### config.mk
export PLATFORM = sky130hd
export DESIGN_NAME = i2c_master_byte_sequencer
export DESIGN_NICKNAME = d
export VERILOG_FILES = /design/src/hw/rtl/i2cs_pkg.sv /design/src/hw/rtl/i2c_master_byte_sequencer.sv /design/src/hw/rtl/i2cs_in_stage.sv /design/src/hw/rtl/i2cs_engine.sv
export VERILOG_INCLUDE_DIRS = /design/src /design/src/hw/rtl
export SDC_FILE = /design/constraint.sdc
export NUM_CORES = 1
export LEC_CHECK = 0
export BUFFER_PORTS_ARGS = -buffer_cell sky130_fd_sc_hd__buf_2
export CORE_MARGIN = 2
export CORE_UTILIZATION = 30
export CTS_CLUSTER_DIAMETER = 100
export DETAILED_ROUTE_END_ITERATION = 10
export PLACE_DENSITY = 0.46
export SKIP_CTS_REPAIR_TIMING = 1
export SLEW_MARGIN = 5
export SYNTH_ARGS = -nofsm -noshare
export SYNTH_HDL_FRONTEND = slang
export SYNTH_SLANG_ARGS = --single-unit
### constraint.sdc
create_clock -name clock -period 2.32 [get_ports clock]
set_input_delay 0.464 -clock clock [delete_from_list [all_inputs] [get_ports clock]]
set_output_delay 0.464 -clock clock [all_outputs]
set_load 0.03 [all_outputs]
### src/hw/rtl/i2c_master_byte_sequencer_defines.svh
// ---------------------------------------------------------------------------
// i2c master byte sequencer assertion macros
// shared helpers for the concurrent checks at the top level
// ---------------------------------------------------------------------------
`ifndef I2C_MASTER_BYTE_SEQUENCER_DEFINES_SVH
`define I2C_MASTER_BYTE_SEQUENCER_DEFINES_SVH

// implication checked every cycle outside reset
`define I2CS_ASSERT_IMPL(label, clk, rst, ante, cons) \
   label: assert property (@(posedge clk) disable iff (rst) (ante) |-> (cons)) \
      else $error("i2c sequencer check failed");

// condition that must hold on the cycle after reset is seen
`define I2CS_ASSERT_AFTER_RESET(label, clk, rst, cond) \
   label: assert property (@(posedge clk) (rst) |=> (cond)) \
      else $error("i2c sequencer reset check failed");

`endif

### src/hw/rtl/i2cs_pkg.sv
// ---------------------------------------------------------------------------
// i2cs_pkg
// types, command codes and helpers for the i2c master byte sequencer
// ---------------------------------------------------------------------------
package i2cs_pkg;

   localparam int UNIT_W  = 10;
   localparam int TIMER_W = 11;

   localparam logic [2:0] CMD_NONE  = 3'd0;
   localparam logic [2:0] CMD_START = 3'd1;
   localparam logic [2:0] CMD_STOP  = 3'd2;
   localparam logic [2:0] CMD_WRITE = 3'd3;
   localparam logic [2:0] CMD_READ  = 3'd4;

   localparam logic [UNIT_W-1:0] UNIT_MIN   = 10'd1;
   localparam logic [UNIT_W-1:0] UNIT_RESET = 10'd1;
   localparam logic [7:0]        MSB_MASK   = 8'h80;

   typedef struct packed {
      logic [2:0] cmd;
      logic [7:0] tx_byte;
      logic       send_ack;
      logic       sda_in;
   } req_type;

   typedef struct packed {
      logic       scl_level;
      logic       sda_pull_low;
      logic       busy_res;
      logic       done_res;
      logic [7:0] rx_byte;
      logic       slave_acked;
      logic       rejected;
   } rsp_type;

   // timer load for a phase of one or two units: n*u - 1
   function automatic logic [TIMER_W-1:0] timer_load(input logic [UNIT_W-1:0] u,
                                                     input logic two_units);
      logic [UNIT_W-1:0] u_less;
      u_less = u - UNIT_MIN;
      if (two_units) begin
         timer_load = {u_less, 1'b1};
      end else begin
         timer_load = {1'b0, u_less};
      end
   endfunction

endpackage

### src/hw/rtl/i2c_master_byte_sequencer.sv
// path: a word accepted into the input register steps the state/result register, which drives the result port
// throughput: one word per cycle while the result port is not stalled; the engine steps the bus state once per word
// input register and state/result register keep both sides running under stalls
// reset: synchronous, active high; bus released (scl high, sda released),
// phase idle, unit length back to one tick
// ---------------------------------------------------------------------------
// i2c_master_byte_sequencer
// pin-level i2c master: start, stop, byte write with ack sample, byte read
// ---------------------------------------------------------------------------
`include "i2c_master_byte_sequencer_defines.svh"

module i2c_master_byte_sequencer (
   input  logic                        clock,
   input  logic                        reset,
   input  logic                        csr_wr_en,
   input  logic [i2cs_pkg::UNIT_W-1:0] csr_wr_data,
   input  logic                        req_valid,
   output logic                        req_ready,
   input  logic [2:0]                  req_cmd,
   input  logic [7:0]                  req_tx_byte,
   input  logic                        req_send_ack,
   input  logic                        req_sda_in,
   output logic                        rsp_valid,
   input  logic                        rsp_ready,
   output logic                        rsp_scl_level,
   output logic                        rsp_sda_pull_low,
   output logic                        rsp_busy_res,
   output logic                        rsp_done_res,
   output logic [7:0]                  rsp_rx_byte,
   output logic                        rsp_slave_acked,
   output logic                        rsp_rejected
);
   import i2cs_pkg::*;

   logic [UNIT_W-1:0] unit_ticks_ff;
   req_type           req_word;
   req_type           in_word;
   logic              in_valid;
   logic              take;
   rsp_type           rsp_word;

   always_ff @(posedge clock) begin
      if (reset) begin
         unit_ticks_ff <= UNIT_RESET;
      end else if (csr_wr_en) begin
         unit_ticks_ff <= csr_wr_data;
      end
   end

   assign req_word.cmd      = req_cmd;
   assign req_word.tx_byte  = req_tx_byte;
   assign req_word.send_ack = req_send_ack;
   assign req_word.sda_in   = req_sda_in;

   i2cs_in_stage u_in_stage (
      .clock     (clock),
      .reset     (reset),
      .req_valid (req_valid),
      .req_ready (req_ready),
      .req_word  (req_word),
      .in_valid  (in_valid),
      .in_word   (in_word),
      .take      (take)
   );

   i2cs_engine u_engine (
      .clock      (clock),
      .reset      (reset),
      .unit_ticks (unit_ticks_ff),
      .in_valid   (in_valid),
      .in_word    (in_word),
      .take       (take),
      .rsp_valid  (rsp_valid),
      .rsp_ready  (rsp_ready),
      .rsp_word   (rsp_word)
   );

   assign rsp_scl_level    = rsp_word.scl_level;
   assign rsp_sda_pull_low = rsp_word.sda_pull_low;
   assign rsp_busy_res     = rsp_word.busy_res;
   assign rsp_done_res     = rsp_word.done_res;
   assign rsp_rx_byte      = rsp_word.rx_byte;
   assign rsp_slave_acked  = rsp_word.slave_acked;
   assign rsp_rejected     = rsp_word.rejected;

   // a finished command always leaves the sequencer idle
   `I2CS_ASSERT_IMPL(a_done_idle, clock, reset, rsp_valid && rsp_done_res, !rsp_busy_res)
   // a refused command can only come while a sequence was running
   `I2CS_ASSERT_IMPL(a_reject_busy, clock, reset, rsp_valid && rsp_rejected,
                     rsp_busy_res || rsp_done_res)
   // reset empties the pipe and releases the bus
   `I2CS_ASSERT_AFTER_RESET(a_reset_release, clock, reset,
                            !rsp_valid && rsp_scl_level && !rsp_sda_pull_low && !rsp_busy_res)

endmodule

### src/hw/rtl/i2cs_in_stage.sv
// ---------------------------------------------------------------------------
// i2cs_in_stage
// input register: captures one request word and holds it until the
// sequencing engine takes it
// ---------------------------------------------------------------------------
module i2cs_in_stage (
   input  logic             clock,
   input  logic             reset,
   input  logic             req_valid,
   output logic             req_ready,
   input  i2cs_pkg::req_type req_word,
   output logic             in_valid,
   output i2cs_pkg::req_type in_word,
   input  logic             take
);
   import i2cs_pkg::*;

   logic    valid_ff;
   logic    valid_in;
   req_type word_ff;

   assign req_ready = !valid_ff || take;
   assign valid_in  = (req_valid && req_ready) || (valid_ff && !take);
   assign in_valid  = valid_ff;
   assign in_word   = word_ff;

   always_ff @(posedge clock) begin
      if (reset) begin
         valid_ff <= 1'b0;
      end else begin
         valid_ff <= valid_in;
      end
      if (req_valid && req_ready) begin
         word_ff <= req_word;
      end
   end

endmodule

### src/hw/rtl/i2cs_engine.sv
// ---------------------------------------------------------------------------
// i2cs_engine
// one tick of the bus sequencer per word: phase machine, bit shifter and
// unit timer; the state registers double as the result register
// ---------------------------------------------------------------------------
module i2cs_engine (
   input  logic                              clock,
   input  logic                              reset,
   input  logic [i2cs_pkg::UNIT_W-1:0]       unit_ticks,
   input  logic                              in_valid,
   input  i2cs_pkg::req_type                 in_word,
   output logic                              take,
   output logic                              rsp_valid,
   input  logic                              rsp_ready,
   output i2cs_pkg::rsp_type                 rsp_word
);
   import i2cs_pkg::*;

   typedef enum logic [4:0] {
      PH_IDLE          = 5'd0,
      PH_START_HOLD    = 5'd1,
      PH_START_LOW     = 5'd2,
      PH_STOP_SCL_LOW  = 5'd3,
      PH_STOP_SDA_LOW  = 5'd4,
      PH_STOP_SCL_HIGH = 5'd5,
      PH_WR_SETUP      = 5'd6,
      PH_WR_BIT_LOW    = 5'd7,
      PH_WR_BIT_HIGH   = 5'd8,
      PH_WR_BIT_TAIL   = 5'd9,
      PH_WR_ACK        = 5'd10,
      PH_RD_LOW        = 5'd11,
      PH_RD_HIGH       = 5'd12,
      PH_RD_ACK_SETUP  = 5'd13,
      PH_RD_ACK_DRIVE  = 5'd14,
      PH_RD_ACK_HIGH   = 5'd15,
      PH_RD_ACK_TAIL   = 5'd16
   } phase_type;

   phase_type            phase_ff, phase_in;
   logic [3:0]           bit_count_ff, bit_count_in;
   logic [7:0]           shifter_ff, shifter_in;
   logic [TIMER_W-1:0]   timer_ff, timer_in;
   logic                 scl_ff, scl_in;
   logic                 sda_low_ff, sda_low_in;
   logic                 ack_flag_ff, ack_flag_in;
   logic                 ack_req_ff, ack_req_in;
   logic [7:0]           rx_hold_ff, rx_hold_in;
   logic                 done_ff, done_in;
   logic                 rej_ff, rej_in;
   logic                 rsp_valid_ff;
   logic [UNIT_W-1:0]    u_eff;
   logic [7:0]           shift_next;
   logic [3:0]           count_next;

   assign take      = in_valid && (!rsp_valid_ff || rsp_ready);
   assign rsp_valid = rsp_valid_ff;

   assign u_eff = (unit_ticks == '0) ? UNIT_MIN : unit_ticks;

   always_comb begin
      phase_in     = phase_ff;
      bit_count_in = bit_count_ff;
      shifter_in   = shifter_ff;
      timer_in     = timer_ff;
      scl_in       = scl_ff;
      sda_low_in   = sda_low_ff;
      ack_flag_in  = ack_flag_ff;
      ack_req_in   = ack_req_ff;
      rx_hold_in   = rx_hold_ff;
      done_in      = 1'b0;
      rej_in       = 1'b0;
      count_next   = bit_count_ff + 4'd1;
      shift_next   = {shifter_ff[6:0], 1'b0};

      if (phase_ff != PH_IDLE) begin
         rej_in = (in_word.cmd != CMD_NONE);
         if (timer_ff != '0) begin
            timer_in = timer_ff - 1'b1;
         end else begin
            case (phase_ff)
               PH_START_HOLD: begin
                  phase_in = PH_START_LOW; scl_in = 1'b1; sda_low_in = 1'b1;
                  timer_in = timer_load(u_eff, 1'b1);
               end
               PH_START_LOW: begin
                  phase_in = PH_IDLE; scl_in = 1'b0; sda_low_in = 1'b1;
                  timer_in = '0; done_in = 1'b1;
               end
               PH_STOP_SCL_LOW: begin
                  phase_in = PH_STOP_SDA_LOW; scl_in = 1'b0; sda_low_in = 1'b1;
                  timer_in = timer_load(u_eff, 1'b0);
               end
               PH_STOP_SDA_LOW: begin
                  phase_in = PH_STOP_SCL_HIGH; scl_in = 1'b1; sda_low_in = 1'b1;
                  timer_in = timer_load(u_eff, 1'b0);
               end
               PH_STOP_SCL_HIGH: begin
                  phase_in = PH_IDLE; scl_in = 1'b1; sda_low_in = 1'b0;
                  timer_in = '0; done_in = 1'b1;
               end
               PH_WR_SETUP: begin
                  phase_in   = PH_WR_BIT_LOW; scl_in = 1'b0;
                  sda_low_in = ((shifter_ff & MSB_MASK) == '0);
                  timer_in   = timer_load(u_eff, 1'b0);
               end
               PH_WR_BIT_LOW: begin
                  phase_in = PH_WR_BIT_HIGH; scl_in = 1'b1;
                  timer_in = timer_load(u_eff, 1'b0);
               end
               PH_WR_BIT_HIGH: begin
                  phase_in = PH_WR_BIT_TAIL; scl_in = 1'b0;
                  timer_in = timer_load(u_eff, 1'b0);
               end
               PH_WR_BIT_TAIL: begin
                  shifter_in   = shift_next;
                  bit_count_in = count_next;
                  timer_in     = timer_load(u_eff, 1'b0);
                  if (count_next < 4'd8) begin
                     phase_in   = PH_WR_BIT_LOW; scl_in = 1'b0;
                     sda_low_in = ((shift_next & MSB_MASK) == '0);
                  end else begin
                     phase_in = PH_WR_ACK; scl_in = 1'b1; sda_low_in = 1'b0;
                  end
               end
               PH_WR_ACK: begin
                  ack_flag_in = !in_word.sda_in;
                  phase_in = PH_IDLE; scl_in = 1'b0; sda_low_in = 1'b0;
                  timer_in = '0; done_in = 1'b1;
               end
               PH_RD_LOW: begin
                  phase_in = PH_RD_HIGH; scl_in = 1'b1; sda_low_in = 1'b0;
                  timer_in = timer_load(u_eff, 1'b0);
               end
               PH_RD_HIGH: begin
                  // sample data on the last tick of scl high, as scl is driven low
                  shifter_in   = {shifter_ff[6:0], in_word.sda_in};
                  bit_count_in = count_next;
                  scl_in       = 1'b0;
                  sda_low_in   = 1'b0;
                  timer_in     = timer_load(u_eff, 1'b0);
                  if (count_next < 4'd8) begin
                     phase_in = PH_RD_LOW;
                  end else begin
                     rx_hold_in = {shifter_ff[6:0], in_word.sda_in};
                     phase_in   = PH_RD_ACK_SETUP;
                  end
               end
               PH_RD_ACK_SETUP: begin
                  phase_in = PH_RD_ACK_DRIVE; scl_in = 1'b0; sda_low_in = ack_req_ff;
                  timer_in = timer_load(u_eff, 1'b0);
               end
               PH_RD_ACK_DRIVE: begin
                  phase_in = PH_RD_ACK_HIGH; scl_in = 1'b1; sda_low_in = ack_req_ff;
                  timer_in = timer_load(u_eff, 1'b1);
               end
               PH_RD_ACK_HIGH: begin
                  if (ack_req_ff) begin
                     phase_in = PH_RD_ACK_TAIL; scl_in = 1'b0; sda_low_in = 1'b1;
                     timer_in = timer_load(u_eff, 1'b0);
                  end else begin
                     phase_in = PH_IDLE; scl_in = 1'b1; sda_low_in = 1'b0;
                     timer_in = '0; done_in = 1'b1;
                  end
               end
               PH_RD_ACK_TAIL: begin
                  phase_in = PH_IDLE; scl_in = 1'b0; sda_low_in = 1'b1;
                  timer_in = '0; done_in = 1'b1;
               end
               default: begin
                  phase_in = PH_IDLE; timer_in = '0; done_in = 1'b1;
               end
            endcase
         end
      end else begin
         case (in_word.cmd)
            CMD_START: begin
               phase_in = PH_START_HOLD; scl_in = 1'b1; sda_low_in = 1'b0;
               timer_in = timer_load(u_eff, 1'b1);
            end
            CMD_STOP: begin
               phase_in = PH_STOP_SCL_LOW; scl_in = 1'b0;
               timer_in = timer_load(u_eff, 1'b0);
            end
            CMD_WRITE: begin
               shifter_in   = in_word.tx_byte;
               bit_count_in = '0;
               phase_in     = PH_WR_SETUP; scl_in = 1'b0;
               timer_in     = timer_load(u_eff, 1'b1);
            end
            CMD_READ: begin
               shifter_in   = '0;
               bit_count_in = '0;
               ack_req_in   = in_word.send_ack;
               phase_in     = PH_RD_LOW; scl_in = 1'b0; sda_low_in = 1'b0;
               timer_in     = timer_load(u_eff, 1'b0);
            end
            default: begin
               phase_in = PH_IDLE;
            end
         endcase
      end
   end

   always_ff @(posedge clock) begin
      if (reset) begin
         phase_ff     <= PH_IDLE;
         bit_count_ff <= '0;
         shifter_ff   <= '0;
         timer_ff     <= '0;
         scl_ff       <= 1'b1;
         sda_low_ff   <= 1'b0;
         ack_flag_ff  <= 1'b0;
         ack_req_ff   <= 1'b0;
         rx_hold_ff   <= '0;
         done_ff      <= 1'b0;
         rej_ff       <= 1'b0;
         rsp_valid_ff <= 1'b0;
      end else if (take) begin
         phase_ff     <= phase_in;
         bit_count_ff <= bit_count_in;
         shifter_ff   <= shifter_in;
         timer_ff     <= timer_in;
         scl_ff       <= scl_in;
         sda_low_ff   <= sda_low_in;
         ack_flag_ff  <= ack_flag_in;
         ack_req_ff   <= ack_req_in;
         rx_hold_ff   <= rx_hold_in;
         done_ff      <= done_in;
         rej_ff       <= rej_in;
         rsp_valid_ff <= 1'b1;
      end else if (rsp_ready) begin
         rsp_valid_ff <= 1'b0;
      end
   end

   assign rsp_word.scl_level    = scl_ff;
   assign rsp_word.sda_pull_low = sda_low_ff;
   assign rsp_word.busy_res     = (phase_ff != PH_IDLE);
   assign rsp_word.done_res     = done_ff;
   assign rsp_word.rx_byte      = rx_hold_ff;
   assign rsp_word.slave_acked  = ack_flag_ff;
   assign rsp_word.rejected     = rej_ff;

endmodule
# Yosys cells after proc, flatten, opt, wreduce, memory -nomap -nowiden
# Index checks and enable logic that the tools add are counted.
# word_totals
regBits,67
latch_bits,0
ramBits,0
rom_bits,0
output_inout_bits,16
elab_cells,134
mem_count,0
# op_classes
n_addsub,3
mul,0
div,0
magnitude_cmp,1
n_eq_ne,25
shifts,0
n_mux,39
bitwise_logic,3
n_reduce_logical,45
# op_table
op,n
one-hot mux 5 bit (12 select lines),1
equality test 5 x 4 -> 1 bit (second input constant),8
one-hot mux 11 bit (3 select lines),1
one-hot mux 8 bit (2 select lines),2
two-way mux 11 bit,2
one-hot mux 11 bit (2 select lines),1
equality test 5 x 3 -> 1 bit (second input constant),4
two-way mux 10 bit,2
two-way mux 4 bit,5
AND reduction 4 bit,5
logical NOT 8 bit,2
two-way mux 8 bit,2
one-hot mux 4 bit (4 select lines),1
two-way mux 5 bit,3
two-way mux 1 bit,14
OR reduction 2 bit,7
nonzero test 3 bit,4
nonzero test 11 bit,1
OR reduction 11 bit,1
subtractor 11 x 1 -> 11 bit (second input constant),1
equality test 5 x 2 -> 1 bit (second input constant),2
logical NOT 10 bit,1
subtractor 10 x 1 -> 10 bit (second input constant),1
OR reduction 9 bit,1
29 further kinds,44

# Logic depth before layout (Yosys ltp)
# logic_depth
word_depth,7
ltp_mapped,10
depth_no_buf,9

# Modules after synthesis
# Synthesis repeated with hierarchy kept, for this count alone.
# hier_totals
cells_unflattened,469
hier_area_um2,3897.5
# by_module_without_submodules
mod,n_inst,cells_each,area_each_um2,seq_area_each_um2
i2cs_engine,1,419,3096.7,860.8
i2cs_in_stage,1,18,445.4,410.4
i2c_master_byte_sequencer,1,32,355.3,200.2

# Least setup slack after synthesis
# Ideal clock, no wire load.
# synth_path
path_type,register -> register
start,register unit_ticks_ff[4]
end,register u_engine.timer_ff[9]
setup_ps,125
t_arrival_ps,2104
setup_slack_ps,92
path_stages_with_launch,10
path_cell_list,dfxtp_1 nor4_1 a31oi_1 ha_1 nor3b_1 nand2_1 xnor2_1 o22ai_1 and3b_1 nand3b_1
# synth_between
elab_chain_cells,7
# synth_lines
item,line,source
from (decl),i2c_master_byte_sequencer.sv:35,logic [UNIT_W-1:0] unit_ticks_ff;
from (signal assigned),i2c_master_byte_sequencer.sv:46,unit_ticks_ff <= csr_wr_data;
logical NOT 10 bit,i2cs_engine.sv:58,assign u_eff = (unit_ticks == '0) ? UNIT_MIN : unit_ticks;
two-way mux 10 bit *,i2cs_engine.sv:58,
subtractor 10 x 1 -> 10 bit *,i2cs_pkg.sv:41,u_less = u - UNIT_MIN;
two-way mux 10 bit,i2cs_engine.sv:157,if (ack_req_ff) begin
one-hot mux 11 bit (3 select lines),i2cs_engine.sv:80,case (phase_ff)
two-way mux 11 bit,i2cs_engine.sv:77,if (timer_ff != '0) begin
two-way mux 11 bit *,i2cs_engine.sv:75,if (phase_ff != PH_IDLE) begin
to (signal assigned),i2cs_engine.sv:222,timer_ff <= timer_in;
to (decl),i2cs_engine.sv:42,"logic [TIMER_W-1:0] timer_ff, timer_in;"
# Every way passes the cells marked *; elsewhere a longest branch is shown, timed or not.
# A chain may end at the register's enable or synchronous reset.

# Worst setup path after layout
# layout_path
start,register u_engine.phase_ff[1]
end,output rsp_busy_res
# layout_between
elab_chain_cells,1
# layout_lines
item,line,source
from (decl),i2cs_engine.sv:39,"phase_type phase_ff, phase_in;"
from (signal assigned),i2cs_engine.sv:219,phase_ff <= phase_in;
nonzero test 5 bit,i2cs_engine.sv:238,assign rsp_word.busy_res = (phase_ff != PH_IDLE);
to (decl),i2c_master_byte_sequencer.sv:27,"output logic rsp_busy_res,"
# Every way passes these cells.

==> flow_summary_export.csv <==
group,metric,value,unit
global_route,grt_pass1_vias,3406,
power_and_ir_drop,power.density,811,nW/µm²
power_and_ir_drop,peakVddDrop,479,µV
logic_synthesis,synth_nets,476,
floorplanning,die_h,115,µm
layout,stdcell_count,692,
setup_path,cp.depth,5,
layout,final_common_cell,"nor2_1",
cts,numClockSinks,67,
drt,vias,3565,
setup_path,required,1.86,ns
layout,nNetsFinal,550,
layout,diodes,0,
floorplanning,pin_count,44,
logic_synthesis,syn_area,3720,µm²
logic_synthesis,syn_inst,445,
place,numPortBuffers,43,
setup_path,crit_chain,"or4_4 > nor2_4 > inv_4 > buf_6 > buf_4",
global_route,grt_max_degree,24,
floorplanning,die-area,13300,µm²
drt,drt-total-wl,10700,µm
setup_path,slowest_stage,"or4_4",
timing,fmax,437,MHz
drt,drtIter0Drc,142,
cts,clkTransAtPathRegs,0.06,ns
place,gp_congestion,0.901,
floorplanning,core_area,12100,µm²
cts,worstSkewPairLatency,0.34,ns
setup_path,r2r_cells,7,
setup_path,critPathMaxStageDelay,0.56,ns
setup_path,startpoint_type,"flop",
timing,fin_ws,0.0297,ns
logic_synthesis,ys_ff_latch,67,
power_and_ir_drop,leakagePower,1.84,nW
global_route,grt_pass1_wl,17700,µm
hold_path,whs_path_depth,1,
timing,fin_crit_sh,0.987,
layout,fill_cells,1246,
setup_path,worstSetupEndpointType,"output pin",
timing,rsz0062_at_grt,"yes",
timing,finalMaxSlewViolations,0,
logic_synthesis,yosysWarnings,0,
drt,drtAntennaViolNets,0,
logic_synthesis,synth_edf_count,13,
place,dp_hpwl,7780,µm
layout,final_cell_mix,"nor2_1, dfxtp_1, nand2_1",
timing,worst_pin_slew,0.628,ns
setup_path,crit_arrival,1.83,ns
drt,dr.pass1.iters,5,
cts,htreeDepth,3,
cts,cts_root_buffer,"clkbuf_16",
cts,tritoncts,"yes",
run_status,outcome,"finished, final reports clean",
logic_synthesis,ys_seq_area_frac,0.396,
hold_path,hold_path_class,"in2reg",
place,place_inst,673,
global_route,grt_use_total,0.170,
job,drv_cap,0,
setup_path,crit_path_max_fanout,6,
global_route,grt.overflow.total,0,
logic_synthesis,synth.avg_cell_area,8.36,µm²
cts,clockBufferDepth,2,
drt,vias_per_cell,5.15,
timing,setup_violations,0,
place,place_ws,0.0206,ns
floorplanning,rows,40,
layout,drive_gt1_frac,0.237,
timing,period_needed,2.29,ns
logic_synthesis,synth.distinct_cells,62,
floorplanning,initial_core_util,0.308,
logic_synthesis,ys.flop_type,"dfxtp_1",
cts,cts_inserted_buffers,9,
timing,fin_skew,0.00592,ns
drt,wl_per_cell,15.4,µm
timing,slew_headroom,0.581,
setup_path,critPathKind,"reg2out",
global_route,antenna_found_initial,0,
drt,drc,0,
setup_path,crit_buf_inv,3,
layout,synthToLayoutAreaGrowth,29.1,%
setup_path,worst_path_dominant_cell_family,"simple AND/OR/NAND/NOR gates",
floorplanning,fp.dieW,115,µm
timing,hold_viol,0,
logic_synthesis,synthArstFlopShare,0,
-- flip-flops by register name, indices dropped and copies added, names as in the netlist, 4 cells and up --
register,cells
u_engine.shifter_ff,8
u_engine.timer_ff,11
u_engine.phase_ff,5
u_engine.rx_hold_ff,8
u_engine.bit_count_ff,4
u_in_stage.in_word,13
unit_ticks_ff,10
-- worst register-to-register path, cell delays in order (launching register included) --
cell	delay, ns
dfxtp_2	0.33
or4_4	0.56
nor2_4	0.20
buf_4	0.14
buf_4	0.20
o311ai_4	0.19
or3b_1	0.38
a21oi_1	0.15
-- power by group --
group | switching, mW | internal [mW] | leakage (nW)
Clock | 0.557 | 0.870 | 0.149
Sequential | 0.0642 | 1.26 | 0.567
Combinational | 0.664 | 0.484 | 1.12
Total | 1.29 | 2.61 | 1.84
-- through the flow --
stage	cell area (µm²)	TNS, ns	hold WS [ns]	total power [mW]	util
after floorplan	3720	0	0.445	2.02	-
after global placement	4410	0	0.436	2.42	0.365
after detailed placement	4410	0	0.446	2.42	0.365
after CTS	4720	-0.00243	0.282	3.86	0.391
after global routing	4800	-0.0479	0.287	4.11	0.398
final	4800	0	0.293	3.90	0.398
-- path summary, 6_finish.rpt --
| path | start | to | slack, ns |
|---|---|---|---|
| min | req_tx_byte[2] | u_in_stage.in_word[4]$_DFFE_PP_ | 0.29 |
| max reg2reg | u_engine.phase_ff[1]$_SDFFE_PP0P_ | u_engine.bit_count_ff[1]$_SDFFE_PP0P_ | 0.10 |
| max | u_engine.phase_ff[1]$_SDFFE_PP0P_ | rsp_busy_res | 0.03 |
| min reg2reg | u_engine.ack_flag_ff$_SDFFE_PP0P_ | u_engine.ack_flag_ff$_SDFFE_PP0P_ | 0.45 |
-- logic make-up after synthesis --
kind of cell,count (synthesis),synth area share
xor gates and xnor gates,15,0.0353
and+or+nand+nor,181,0.244
muxes,23,0.0619
AOI/OAI and AO/OA,119,0.210
DFF,67,0.396
adders and majority gates,3,0.0101
buffers and inverters,37,0.0427
-- synth_stat cells, drive strengths merged, types with 5 or more instances --
cell    instances  area [µm²]
edfxtp         13         390
nor2b           9        56.3
xnor2          10        87.6
a31oi           5        31.3
o21ai          23         115
a22oi           5        37.5
nand2b          8        50.1
dfxtp          54        1080
nand2          44         165
buf            12        65.1
inv            11        41.3
a311oi          5        43.8
nor4            9        68.8
nor2           59         231
a21o            6        45.0
a21oi          35         186
nor3           12        60.1
o211ai          6        45.0
mux2i          23         230
o22ai           5        31.3
xor2            5        43.8
nand3          15        75.1
clkbuf         14        52.6
a211oi          6        45.0
-- per-layer routing --
layer	global-route usage	wire [µm]
met5	0	0
met1	0.249	5390
met3	0.0248	509
met4	0.0763	225
met2	0.246	4540
-- area by class of cell --
class                   count  area, µm²  area share
clock inverters             6       72.6      0.0151
multi-input cells         341       2150       0.447
well taps                 168        210      0.0438
flip-flops and latches     67       1470       0.307
inverters                  11       43.8     0.00912
clock buffers              10        239      0.0498
repair buffers             89        617       0.128
Note: power is estimated with default switching activity, not from simulation.
